<file path="src/hw/rtl/hdlcr_pkg.sv">
package hdlcr_pkg;

  localparam int RX_W    = 8;
  localparam int KIND_W  = 3;
  localparam int OCTET_W = 8;
  localparam int LEN_W   = 10;
  localparam int CRC_W   = 16;
  localparam int WIN_W   = 16;
  localparam int FILL_W  = 4;
  localparam int CIDX_W  = 4;

  localparam logic [1:0] SYM_ZERO = 2'd0;
  localparam logic [1:0] SYM_ONE  = 2'd1;
  localparam logic [1:0] SYM_FLAG = 2'd2;

  localparam logic [7:0] FLAG_PATTERN = 8'h7E;

  localparam logic [KIND_W-1:0] KIND_DATA     = 3'd0;
  localparam logic [KIND_W-1:0] KIND_GOOD     = 3'd1;
  localparam logic [KIND_W-1:0] KIND_CRC_BAD  = 3'd2;
  localparam logic [KIND_W-1:0] KIND_SHORT    = 3'd3;
  localparam logic [KIND_W-1:0] KIND_STUFF    = 3'd4;
  localparam logic [KIND_W-1:0] KIND_TOO_LONG = 3'd5;
  localparam logic [KIND_W-1:0] KIND_MID_FLAG = 3'd6;

  localparam logic [CIDX_W-1:0] CFG_MIN_LEN = 4'd0;
  localparam logic [CIDX_W-1:0] CFG_MAX_LEN = 4'd1;

  localparam logic [LEN_W-1:0] MIN_LEN_RESET = 10'd16;
  localparam logic [LEN_W-1:0] MAX_LEN_RESET = 10'd330;

  localparam logic [CRC_W-1:0] CRC_PRESET = 16'hFFFF;
  localparam logic [CRC_W-1:0] CRC_POLY   = 16'h8408;

  typedef struct packed {
    logic       first;
    logic [1:0] code;
  } sym_t;

  typedef struct packed {
    logic [LEN_W-1:0] min_len;
    logic [LEN_W-1:0] max_len;
  } cfg_t;

endpackage

</file>
<file path="src/hw/rtl/hdlcr_if.sv">
interface hdlcr_in_if;
  logic                         valid;
  logic                         ready;
  logic [hdlcr_pkg::RX_W-1:0]   rx_bits;
  modport source (output valid, output rx_bits, input ready);
  modport sink (input valid, input rx_bits, output ready);
endinterface

interface hdlcr_out_if;
  logic                          valid;
  logic                          ready;
  logic [hdlcr_pkg::KIND_W-1:0]  kind;
  logic [hdlcr_pkg::OCTET_W-1:0] octet;
  logic                          last;
  modport source (output valid, output kind, output octet, output last, input ready);
  modport sink (input valid, input kind, input octet, input last, output ready);
endinterface

interface hdlcr_cfg_if;
  logic                         valid;
  logic                         ready;
  logic [hdlcr_pkg::CIDX_W-1:0] index;
  logic [hdlcr_pkg::LEN_W-1:0]  data;
  modport source (output valid, output index, output data, input ready);
  modport sink (input valid, input index, input data, output ready);
endinterface

</file>
<file path="src/hw/rtl/hdlcr_front.sv">
module hdlcr_front (
  input  logic              clk,
  input  logic              rst_n,
  hdlcr_in_if.sink          in_ch,
  output logic              push,
  output hdlcr_pkg::sym_t   push_sym,
  input  logic              full
);
  import hdlcr_pkg::*;

  logic [WIN_W-1:0]  window_r, window_nxt;
  logic [FILL_W-1:0] fill_r, fill_nxt;
  logic              first_r, first_nxt;
  logic              take;
  logic              is_flag;
  logic [WIN_W-1:0]  in_shifted;

  assign in_ch.ready = ~fill_r[FILL_W-1];
  assign take        = in_ch.valid & ~fill_r[FILL_W-1];
  assign is_flag     = (window_r[7:0] == FLAG_PATTERN);
  assign push        = fill_r[FILL_W-1] & ~full;
  assign in_shifted  = {{(WIN_W-RX_W){1'b0}}, in_ch.rx_bits} << fill_r[2:0];

  always_comb begin
    window_nxt     = window_r;
    fill_nxt       = fill_r;
    first_nxt      = first_r;
    push_sym.first = first_r;
    push_sym.code  = is_flag ? SYM_FLAG : (window_r[0] ? SYM_ONE : SYM_ZERO);
    if (take) begin
      window_nxt = window_r | in_shifted;
      fill_nxt   = fill_r + 4'd8;
      first_nxt  = 1'b1;
    end else if (push) begin
      first_nxt = 1'b0;
      if (is_flag) begin
        window_nxt = window_r >> 8;
        fill_nxt   = fill_r - 4'd8;
      end else begin
        window_nxt = window_r >> 1;
        fill_nxt   = fill_r - 4'd1;
      end
    end
  end

  always_ff @(posedge clk) begin
    if (!rst_n) begin
      window_r <= '1;
      fill_r   <= '0;
      first_r  <= 1'b0;
    end else begin
      window_r <= window_nxt;
      fill_r   <= fill_nxt;
      first_r  <= first_nxt;
    end
  end

endmodule

</file>
<file path="src/hw/rtl/hdlcr_sym_fifo.sv">
module hdlcr_sym_fifo #(
  parameter int DEPTH = 4
) (
  input  logic            clk,
  input  logic            rst_n,
  input  logic            push,
  input  hdlcr_pkg::sym_t push_sym,
  output logic            full,
  input  logic            pop,
  output hdlcr_pkg::sym_t pop_sym,
  output logic            empty
);
  import hdlcr_pkg::*;

  localparam int PTR_W = (DEPTH > 1) ? $clog2(DEPTH) : 1;
  localparam int CNT_W = $clog2(DEPTH + 1);
  localparam logic [PTR_W-1:0] LAST_PTR = PTR_W'(DEPTH - 1);
  localparam logic [CNT_W-1:0] FULL_CNT = CNT_W'(DEPTH);

  sym_t             entry_r [DEPTH];
  logic [PTR_W-1:0] wr_ptr_r, rd_ptr_r;
  logic [CNT_W-1:0] count_r;

  assign full    = (count_r == FULL_CNT);
  assign empty   = (count_r == '0);
  assign pop_sym = entry_r[rd_ptr_r];

  always_ff @(posedge clk) begin
    if (push) begin
      entry_r[wr_ptr_r] <= push_sym;
    end
  end

  always_ff @(posedge clk) begin
    if (!rst_n) begin
      wr_ptr_r <= '0;
      rd_ptr_r <= '0;
      count_r  <= '0;
    end else begin
      if (push) begin
        wr_ptr_r <= (wr_ptr_r == LAST_PTR) ? '0 : wr_ptr_r + PTR_W'(1);
      end
      if (pop) begin
        rd_ptr_r <= (rd_ptr_r == LAST_PTR) ? '0 : rd_ptr_r + PTR_W'(1);
      end
      if (push && !pop) begin
        count_r <= count_r + CNT_W'(1);
      end else if (pop && !push) begin
        count_r <= count_r - CNT_W'(1);
      end
    end
  end

endmodule

</file>
<file path="src/hw/rtl/hdlcr_back.sv">
module hdlcr_back (
  input  logic            clk,
  input  logic            rst_n,
  input  hdlcr_pkg::cfg_t cfg,
  input  hdlcr_pkg::sym_t sym,
  input  logic            empty,
  output logic            pop,
  hdlcr_out_if.source     out_ch
);
  import hdlcr_pkg::*;

  localparam logic [1:0] MODE_HUNT = 2'd0;
  localparam logic [1:0] MODE_SYNC = 2'd1;
  localparam logic [1:0] MODE_RECV = 2'd2;

  function automatic logic [CRC_W-1:0] crc_byte(input logic [CRC_W-1:0] crc_in,
                                                input logic [7:0] b);
    logic [CRC_W-1:0] c;
    c = crc_in ^ {8'h00, b};
    for (int i = 0; i < 8; i++) begin
      c = c[0] ? ((c >> 1) ^ CRC_POLY) : (c >> 1);
    end
    return c;
  endfunction

  logic [1:0]         mode_r, mode_nxt;
  logic [7:0]         shift_r, shift_nxt;
  logic [2:0]         bit_idx_r, bit_idx_nxt;
  logic [2:0]         ones_r, ones_nxt;
  logic [LEN_W-1:0]   len_r, len_nxt;
  logic [CRC_W-1:0]   crc_r, crc_nxt;
  logic [7:0]         held0_r, held0_nxt;
  logic [7:0]         held1_r, held1_nxt;
  logic [1:0]         held_cnt_r, held_cnt_nxt;
  logic [1:0]         step_cnt_r, step_cnt_nxt;
  logic               out_valid_r;
  logic [KIND_W-1:0]  out_kind_r;
  logic [OCTET_W-1:0] out_octet_r;
  logic               out_last_r;

  logic               emit;
  logic [KIND_W-1:0]  emit_kind;
  logic [7:0]         emit_octet;
  logic               do_complete;
  logic [7:0]         comp_octet;
  logic [1:0]         eff_cnt;
  logic               send;
  logic [LEN_W:0]     short_limit;
  logic [CRC_W-1:0]   fcs;

  assign pop          = ~empty & (~out_valid_r | out_ch.ready);
  assign out_ch.valid = out_valid_r;
  assign out_ch.kind  = out_kind_r;
  assign out_ch.octet = out_octet_r;
  assign out_ch.last  = out_last_r;
  assign short_limit  = {1'b0, cfg.min_len} + 11'd2;
  assign fcs          = ~{held1_r, held0_r};
  assign eff_cnt      = sym.first ? 2'd0 : step_cnt_r;
  assign send         = pop & emit & (eff_cnt != 2'd2);

  always_comb begin
    mode_nxt     = mode_r;
    shift_nxt    = shift_r;
    bit_idx_nxt  = bit_idx_r;
    ones_nxt     = ones_r;
    len_nxt      = len_r;
    crc_nxt      = crc_r;
    held0_nxt    = held0_r;
    held1_nxt    = held1_r;
    held_cnt_nxt = held_cnt_r;
    emit         = 1'b0;
    emit_kind    = KIND_DATA;
    emit_octet   = '0;
    do_complete  = 1'b0;
    comp_octet   = '0;
    if (pop) begin
      case (mode_r)
        MODE_RECV: begin
          if (ones_r >= 3'd5) begin
            if (sym.code != SYM_ZERO) begin
              emit      = 1'b1;
              emit_kind = KIND_STUFF;
              mode_nxt  = MODE_HUNT;
            end else begin
              ones_nxt = '0;
              if (bit_idx_r == '0) begin
                do_complete = 1'b1;
                comp_octet  = shift_r;
              end
            end
          end else if (sym.code == SYM_FLAG) begin
            emit     = 1'b1;
            mode_nxt = MODE_SYNC;
            if (bit_idx_r != '0) begin
              emit_kind = KIND_MID_FLAG;
            end else if ({1'b0, len_r} <= short_limit) begin
              emit_kind = KIND_SHORT;
            end else if (crc_r == fcs) begin
              emit_kind = KIND_GOOD;
            end else begin
              emit_kind = KIND_CRC_BAD;
            end
          end else if (bit_idx_r == '0 && len_r > cfg.max_len) begin
            emit      = 1'b1;
            emit_kind = KIND_TOO_LONG;
            mode_nxt  = MODE_HUNT;
          end else begin
            shift_nxt   = {sym.code[0], shift_r[7:1]};
            ones_nxt    = sym.code[0] ? ones_r + 3'd1 : 3'd0;
            bit_idx_nxt = bit_idx_r + 3'd1;
            if (ones_nxt < 3'd5 && bit_idx_nxt == '0) begin
              do_complete = 1'b1;
              comp_octet  = shift_nxt;
            end
          end
        end
        MODE_SYNC: begin
          if (sym.code != SYM_FLAG) begin
            mode_nxt     = MODE_RECV;
            shift_nxt    = {sym.code[0], 7'b0};
            ones_nxt     = {2'b00, sym.code[0]};
            bit_idx_nxt  = 3'd1;
            len_nxt      = '0;
            crc_nxt      = CRC_PRESET;
            held_cnt_nxt = '0;
          end
        end
        default: begin
          if (sym.code == SYM_FLAG) begin
            mode_nxt = MODE_SYNC;
          end
        end
      endcase
      if (do_complete) begin
        if (held_cnt_r[1]) begin
          emit       = 1'b1;
          emit_kind  = KIND_DATA;
          emit_octet = held0_r;
          crc_nxt    = crc_byte(crc_r, held0_r);
          held0_nxt  = held1_r;
          held1_nxt  = comp_octet;
        end else begin
          if (held_cnt_r[0]) begin
            held1_nxt = comp_octet;
          end else begin
            held0_nxt = comp_octet;
          end
          held_cnt_nxt = held_cnt_r + 2'd1;
        end
        if (len_r != '1) begin
          len_nxt = len_r + LEN_W'(1);
        end
      end
    end
  end

  always_comb begin
    step_cnt_nxt = step_cnt_r;
    if (pop) begin
      step_cnt_nxt = send ? eff_cnt + 2'd1 : eff_cnt;
    end
  end

  always_ff @(posedge clk) begin
    shift_r   <= shift_nxt;
    held0_r   <= held0_nxt;
    held1_r   <= held1_nxt;
    crc_r     <= crc_nxt;
    if (send) begin
      out_kind_r  <= emit_kind;
      out_octet_r <= (emit_kind == KIND_DATA) ? emit_octet : 8'h00;
      out_last_r  <= (emit_kind != KIND_DATA);
    end
  end

  always_ff @(posedge clk) begin
    if (!rst_n) begin
      mode_r      <= MODE_HUNT;
      bit_idx_r   <= '0;
      ones_r      <= '0;
      len_r       <= '0;
      held_cnt_r  <= '0;
      step_cnt_r  <= '0;
      out_valid_r <= 1'b0;
    end else begin
      mode_r     <= mode_nxt;
      bit_idx_r  <= bit_idx_nxt;
      ones_r     <= ones_nxt;
      len_r      <= len_nxt;
      held_cnt_r <= held_cnt_nxt;
      step_cnt_r <= step_cnt_nxt;
      if (send) begin
        out_valid_r <= 1'b1;
      end else if (out_ch.ready) begin
        out_valid_r <= 1'b0;
      end
    end
  end

endmodule

</file>
<file path="src/hw/rtl/hdlc_frame_receiver_unit.sv">
// Channel  Modport  Fields                    Transaction
// in_ch    sink     rx_bits[7:0]              valid && ready
// out_ch   source   kind[2:0] octet[7:0] last valid && ready
// cfg_ch   sink     index[3:0] data[9:0]      valid && ready (ready is always high)
//
// An input transaction loads a byte into the bit window, which yields one symbol per cycle
// while the symbol queue is not full, and takes the next byte once under eight bits remain.
// The symbol decoder handles one queued symbol per cycle, including an octet's CRC update, unless the output stalls.
// Reset is synchronous and active low; the frame length registers return to 16 and 330.
// A stalled output holds the decoder while the symbol queue between the two halves fills.
module hdlc_frame_receiver_unit #(
  parameter int QUEUE_DEPTH = 4
) (
  input  logic         clk,
  input  logic         rst_n,
  hdlcr_in_if.sink     in_ch,
  hdlcr_out_if.source  out_ch,
  hdlcr_cfg_if.sink    cfg_ch
);
  import hdlcr_pkg::*;

  cfg_t cfg_r;
  sym_t push_sym, pop_sym;
  logic push, full, pop, empty;

  assign cfg_ch.ready = 1'b1;

  always_ff @(posedge clk) begin
    if (!rst_n) begin
      cfg_r.min_len <= MIN_LEN_RESET;
      cfg_r.max_len <= MAX_LEN_RESET;
    end else if (cfg_ch.valid) begin
      if (cfg_ch.index == CFG_MIN_LEN) begin
        cfg_r.min_len <= cfg_ch.data;
      end else if (cfg_ch.index == CFG_MAX_LEN) begin
        cfg_r.max_len <= cfg_ch.data;
      end
    end
  end

  hdlcr_front u_front (
    .clk      (clk),
    .rst_n    (rst_n),
    .in_ch    (in_ch),
    .push     (push),
    .push_sym (push_sym),
    .full     (full)
  );

  hdlcr_sym_fifo #(
    .DEPTH (QUEUE_DEPTH)
  ) u_queue (
    .clk      (clk),
    .rst_n    (rst_n),
    .push     (push),
    .push_sym (push_sym),
    .full     (full),
    .pop      (pop),
    .pop_sym  (pop_sym),
    .empty    (empty)
  );

  hdlcr_back u_back (
    .clk    (clk),
    .rst_n  (rst_n),
    .cfg    (cfg_r),
    .sym    (pop_sym),
    .empty  (empty),
    .pop    (pop),
    .out_ch (out_ch)
  );

endmodule

</file>
<file path="src/flat_wrapper.sv">
// flat-port wrapper written by rule: the top's interface ports become plain ports
module hdlc_frame_receiver_unit_flat import hdlcr_pkg::*;
#(
  parameter int QUEUE_DEPTH = 4
)
  (clk, rst_n, in_ch_valid, in_ch_rx_bits, in_ch_ready, out_ch_valid, out_ch_kind, out_ch_octet, out_ch_last, out_ch_ready, cfg_ch_valid, cfg_ch_index, cfg_ch_data, cfg_ch_ready);
  hdlcr_in_if in_ch_i ();
  hdlcr_out_if out_ch_i ();
  hdlcr_cfg_if cfg_ch_i ();
  input  logic clk;
  input  logic rst_n;
  input wire logic [$bits(in_ch_i.valid)-1:0] in_ch_valid;
  input wire logic [$bits(in_ch_i.rx_bits)-1:0] in_ch_rx_bits;
  output wire logic [$bits(in_ch_i.ready)-1:0] in_ch_ready;
  output wire logic [$bits(out_ch_i.valid)-1:0] out_ch_valid;
  output wire logic [$bits(out_ch_i.kind)-1:0] out_ch_kind;
  output wire logic [$bits(out_ch_i.octet)-1:0] out_ch_octet;
  output wire logic [$bits(out_ch_i.last)-1:0] out_ch_last;
  input wire logic [$bits(out_ch_i.ready)-1:0] out_ch_ready;
  input wire logic [$bits(cfg_ch_i.valid)-1:0] cfg_ch_valid;
  input wire logic [$bits(cfg_ch_i.index)-1:0] cfg_ch_index;
  input wire logic [$bits(cfg_ch_i.data)-1:0] cfg_ch_data;
  output wire logic [$bits(cfg_ch_i.ready)-1:0] cfg_ch_ready;
  assign in_ch_i.valid = in_ch_valid;
  assign in_ch_i.rx_bits = in_ch_rx_bits;
  assign in_ch_ready = in_ch_i.ready;
  assign out_ch_valid = out_ch_i.valid;
  assign out_ch_kind = out_ch_i.kind;
  assign out_ch_octet = out_ch_i.octet;
  assign out_ch_last = out_ch_i.last;
  assign out_ch_i.ready = out_ch_ready;
  assign cfg_ch_i.valid = cfg_ch_valid;
  assign cfg_ch_i.index = cfg_ch_index;
  assign cfg_ch_i.data = cfg_ch_data;
  assign cfg_ch_ready = cfg_ch_i.ready;
  hdlc_frame_receiver_unit #(.QUEUE_DEPTH(QUEUE_DEPTH)) u_core (.clk(clk), .rst_n(rst_n), .in_ch(in_ch_i), .out_ch(out_ch_i), .cfg_ch(cfg_ch_i));
endmodule
</file>
<file path="config.mk">
export PLATFORM = sky130hd
export DESIGN_NAME = hdlc_frame_receiver_unit_flat
export DESIGN_NICKNAME = d
export VERILOG_FILES = /design/src/hw/rtl/hdlcr_pkg.sv /design/src/hw/rtl/hdlcr_if.sv /design/src/hw/rtl/hdlcr_front.sv /design/src/hw/rtl/hdlcr_sym_fifo.sv /design/src/hw/rtl/hdlcr_back.sv /design/src/hw/rtl/hdlc_frame_receiver_unit.sv /design/src/flat_wrapper.sv
export SDC_FILE = /design/constraint.sdc
export NUM_CORES = 1
export LEC_CHECK = 0
export BUFFER_PORTS_ARGS = -buffer_cell sky130_fd_sc_hd__buf_2
export CAP_MARGIN = 20
export CELL_PAD_IN_SITES_DETAIL_PLACEMENT = 1
export CELL_PAD_IN_SITES_GLOBAL_PLACEMENT = 2
export CORE_UTILIZATION = 40
export DETAILED_ROUTE_END_ITERATION = 16
export PLACE_DENSITY = 0.87
export SLEW_MARGIN = 0
export SYNTH_ARGS = -nofsm -noshare
export SYNTH_HDL_FRONTEND = slang
export SYNTH_SLANG_ARGS = --single-unit
</file>
<file path="constraint.sdc">
create_clock -name clk -period 4.24 [get_ports clk]
set_clock_uncertainty 0.2 [all_clocks]
set_input_delay 0.848 -clock clk [delete_from_list [all_inputs] [get_ports clk]]
set_output_delay 0.848 -clock clk [all_outputs]
set_load 0.02 [all_outputs]
</file>
==> results.sh <==
export IMPL_layout_setup_ws_ns=0.882
export IMPL_clock_root_buffer="clkbuf_16"
export IMPL_worstHoldPathType="reg2reg"
export IMPL_report_final_slew_viol_count=0
export IMPL_clockBufferDepth=2
export IMPL_clkTransAtPathRegs_ns=0.06
export IMPL_grt_max_degree=60
export IMPL_maxCapViolations=0
export IMPL_grt_pass1_wl_um=31300
export IMPL_cts_setup_buffers=0
export IMPL_peakVddDrop_mv=0.302
export IMPL_cp_num_buf_inv=0
export IMPL_drtIter0Drc=395
export IMPL_grtUsageTotal_pct=20.5
export IMPL_die_area_um2=19200
export IMPL_crit_family="compound AO/OA/AOI/OAI gates"
export IMPL_powerDensity_nw_per_um2=522
export IMPL_final_nets=847
export IMPL_fp_coreArea_um2=18100
export IMPL_power_w=0.00439
export IMPL_drive_gt1_share_pct=12.8
export IMPL_grt_pass1_vias=6010
export IMPL_synth_nets=818
export IMPL_finalHoldViolations=0
export IMPL_port_buffers=40
export IMPL_cpPeakStageDelay_ns=0.56
export IMPL_dp_hpwl_um=13700
export IMPL_startpoint_type="flop"
export IMPL_ant_nets=0
export IMPL_path_cells="ha_1 -> a21oi_1 -> o21ai_0 -> a2111oi_2 -> o21a_1 -> a21o_1 -> nand2_1 -> nor2_1"
export IMPL_vias=5696
export IMPL_cts_made_buffers=17
export IMPL_yosys_warnings=0
export IMPL_synth_edff_count=64
export IMPL_gp_congestion=0.829
export IMPL_fin_tns_setup_ns=0
export IMPL_drtPass1Iterations=11
export IMPL_cp_arrival_ns=3.21
export IMPL_fin_crit_ns=3.36
export IMPL_synth_flop_cell="dfxtp_1"
export IMPL_dp_slack_ns=0.882
export IMPL_holdWs_ns=0.274
export IMPL_synth_seq_area_share_pct=45.3
export IMPL_antenna_found_initial=0
export IMPL_slew_headroom_pct=45.7
export IMPL_tightestPinTransition_ns=0.809
export IMPL_insertion_delay_ns=0.43
export IMPL_cts_resized=0
export IMPL_ys_types=61
export IMPL_violations="design-rule violations"
export IMPL_async_flop_share_pct=0
export IMPL_drc_errors=5
export IMPL_leakage_nw=3.12
export IMPL_rsz0062_at_grt="no"
export IMPL_status="finished, violations left"
export IMPL_setup_worst_path_class="reg2reg"
export IMPL_finalSetupViolCount=0
export IMPL_die_h_um=139
export IMPL_clock_fmax_ghz=0.298
export IMPL_htree_levels=4
export IMPL_overflow=0
export IMPL_routed_via_density=5.55
export IMPL_cp_end_kind="flop"
export IMPL_die_w_um=139
export IMPL_crit_fanout=8
export IMPL_syn_area_per_cell_um2=9.88
export IMPL_io_pins=42
export IMPL_routed_wirelength_um=18800
export IMPL_syn_area_um2=7460
export IMPL_row_count=49
export IMPL_period_share_pct=79.2
export IMPL_antennaDiodeCount=0
export IMPL_crit_path_top_delay_cell="a2111oi_2"
export IMPL_synthCells=755
export IMPL_cts_tree="done"
export IMPL_start_util_pct=41.1
export IMPL_routed_wire_length_per_instance_um=18.3
export IMPL_postCtsHoldBufs=0
export IMPL_synth_seq_cells=137
export IMPL_clock_sinks=137
export IMPL_required_ns=4.10
export IMPL_area_delta_synth_final_pct=12.9
[layout by cell type, fill, tap and decap left out, types with 3 or more instances in the layout]
master      synthesis  layout
o21ai_0            35      35
o211ai_1           17      17
buf_4               1      10
a31oi_1             8       8
and2_1             18      18
xor2_1             14      14
edfxtp_1           64      64
nand4_1            14      14
or3_1               3       3
o31ai_1             9       9
a211oi_1            7       7
mux2i_1            45      45
o311ai_0            3       3
o2111ai_1           3       3
and3_1             14      14
mux2_2              4       4
nor2_1             58      58
a41oi_1             3       3
nor2b_1            32      32
a22oi_1             7       7
nand2b_1            9       9
dfxtp_1            73      73
mux4_2              3       3
a21oi_1            27      27
ha_1               35      35
o21a_1              5       5
nand3_1            26      26
buf_2               2      40
clkbuf_16           0      17
inv_1              31      31
xnor2_1            30      30
nor3_1              6       6
clkinvlp_4          0       4
nand2_1            68      68
a21boi_0            6       6
o21ai_1             3       3
nor4_1              5       4
nand4b_1            3       3
[cell type report]
cell class              count  area, µm²
multi-input cells         547       3780
well taps                 229        287
clock buffers              19        433
flip-flops and latches    137       3380
inverters                  31        116
fillers                  2022       9730
clock inverters            13        146
repair buffers             50        275
[power breakdown]
part | leakage [nW] | total [W] | internal, W | switching, W
Sequential | 1.20 | 0.00180 | 0.00161 | 0.000190
Clock | 0.272 | 0.00147 | 0.000872 | 0.000596
Combinational | 1.64 | 0.00112 | 0.000457 | 0.000668
[Yosys cell counts (18+ instances only)]
master,n,area (µm²)
nor2b_1,32,200
edfxtp_1,64,1920
nand2_1,68,255
nand3_1,26,130
mux2i_1,45,450
ha_1,35,438
clkbuf_1,31,116
xnor2_1,30,263
dfxtp_1,73,1460
and2_1,18,113
nor2_1,58,218
inv_1,31,116
a21oi_1,27,135
o21ai_0,35,175
[cell families after synthesis]
group	Yosys count	share of synthesized area, %
compound gates	145	12.9
xor+xnor	44	5.17
fa+ha+maj	36	6.14
buf+inv	71	4.06
flops	137	45.3
mux	53	7.90
other cells	1	0.0503
simple gates	268	18.4
[stage by stage]
stage	instances	utilization [%]	area (µm²)
2_1_floorplan	755	-	7460
3_3_place_gp	994	43.2	7840
3_5_place_dp	994	43.2	7840
4_1_cts	1026	46.4	8420
5_1_grt	1026	46.4	8420
6_report	1026	46.4	8420
[sequential cells by signal (all words and copies together), names as in the netlist, 8 cells and up, named ones only]
signal	cells
u_core.cfg_r	20
u_core.u_back.crc_r	16
u_core.u_front.window_r	16
u_core.u_queue.entry_r	12
u_core.u_back.len_r	10
u_core.u_back.held0_r	8
u_core.u_back.held1_r	8
u_core.u_back.out_ch.octet	8
u_core.u_back.shift_r	8
[worst register-to-register path: cells and delay by family (launching register included)]
kind            cells  cell delay (ns)
compound gates      5             1.36
simple gates        2             0.62
fa+ha+maj           1             0.32
flops               1             0.50
[layer usage]
metal | track usage [%] | vias to the layer above | wire length, µm
met5 | 0 | - | 0
met4 | 6.03 | 0 | 227
met3 | 3.25 | 16 | 464
met2 | 35.5 | 96 | 9360
met1 | 26.3 | 2802 | 8730
li1 | - | 2782 | -
[worst paths after layout]
check	from	slack [ns]	cells past startpoint	endpoint
worst min register to register	u_core.u_front.window_r[15]$_SDFFE_PN1P_	0.27	2	u_core.u_front.window_r[15]$_SDFFE_PN1P_
worst max register to register	u_core.u_back.len_r[3]$_SDFFE_PN0P_	0.88	8	u_core.u_back.held1_r[6]$_DFFE_PP_
worst max-delay path	u_core.u_back.len_r[3]$_SDFFE_PN0P_	0.88	8	u_core.u_back.held1_r[6]$_DFFE_PP_
worst min-delay path	u_core.u_front.window_r[15]$_SDFFE_PN1P_	0.27	2	u_core.u_front.window_r[15]$_SDFFE_PN1P_
Power figures use the tool's default switching activity.
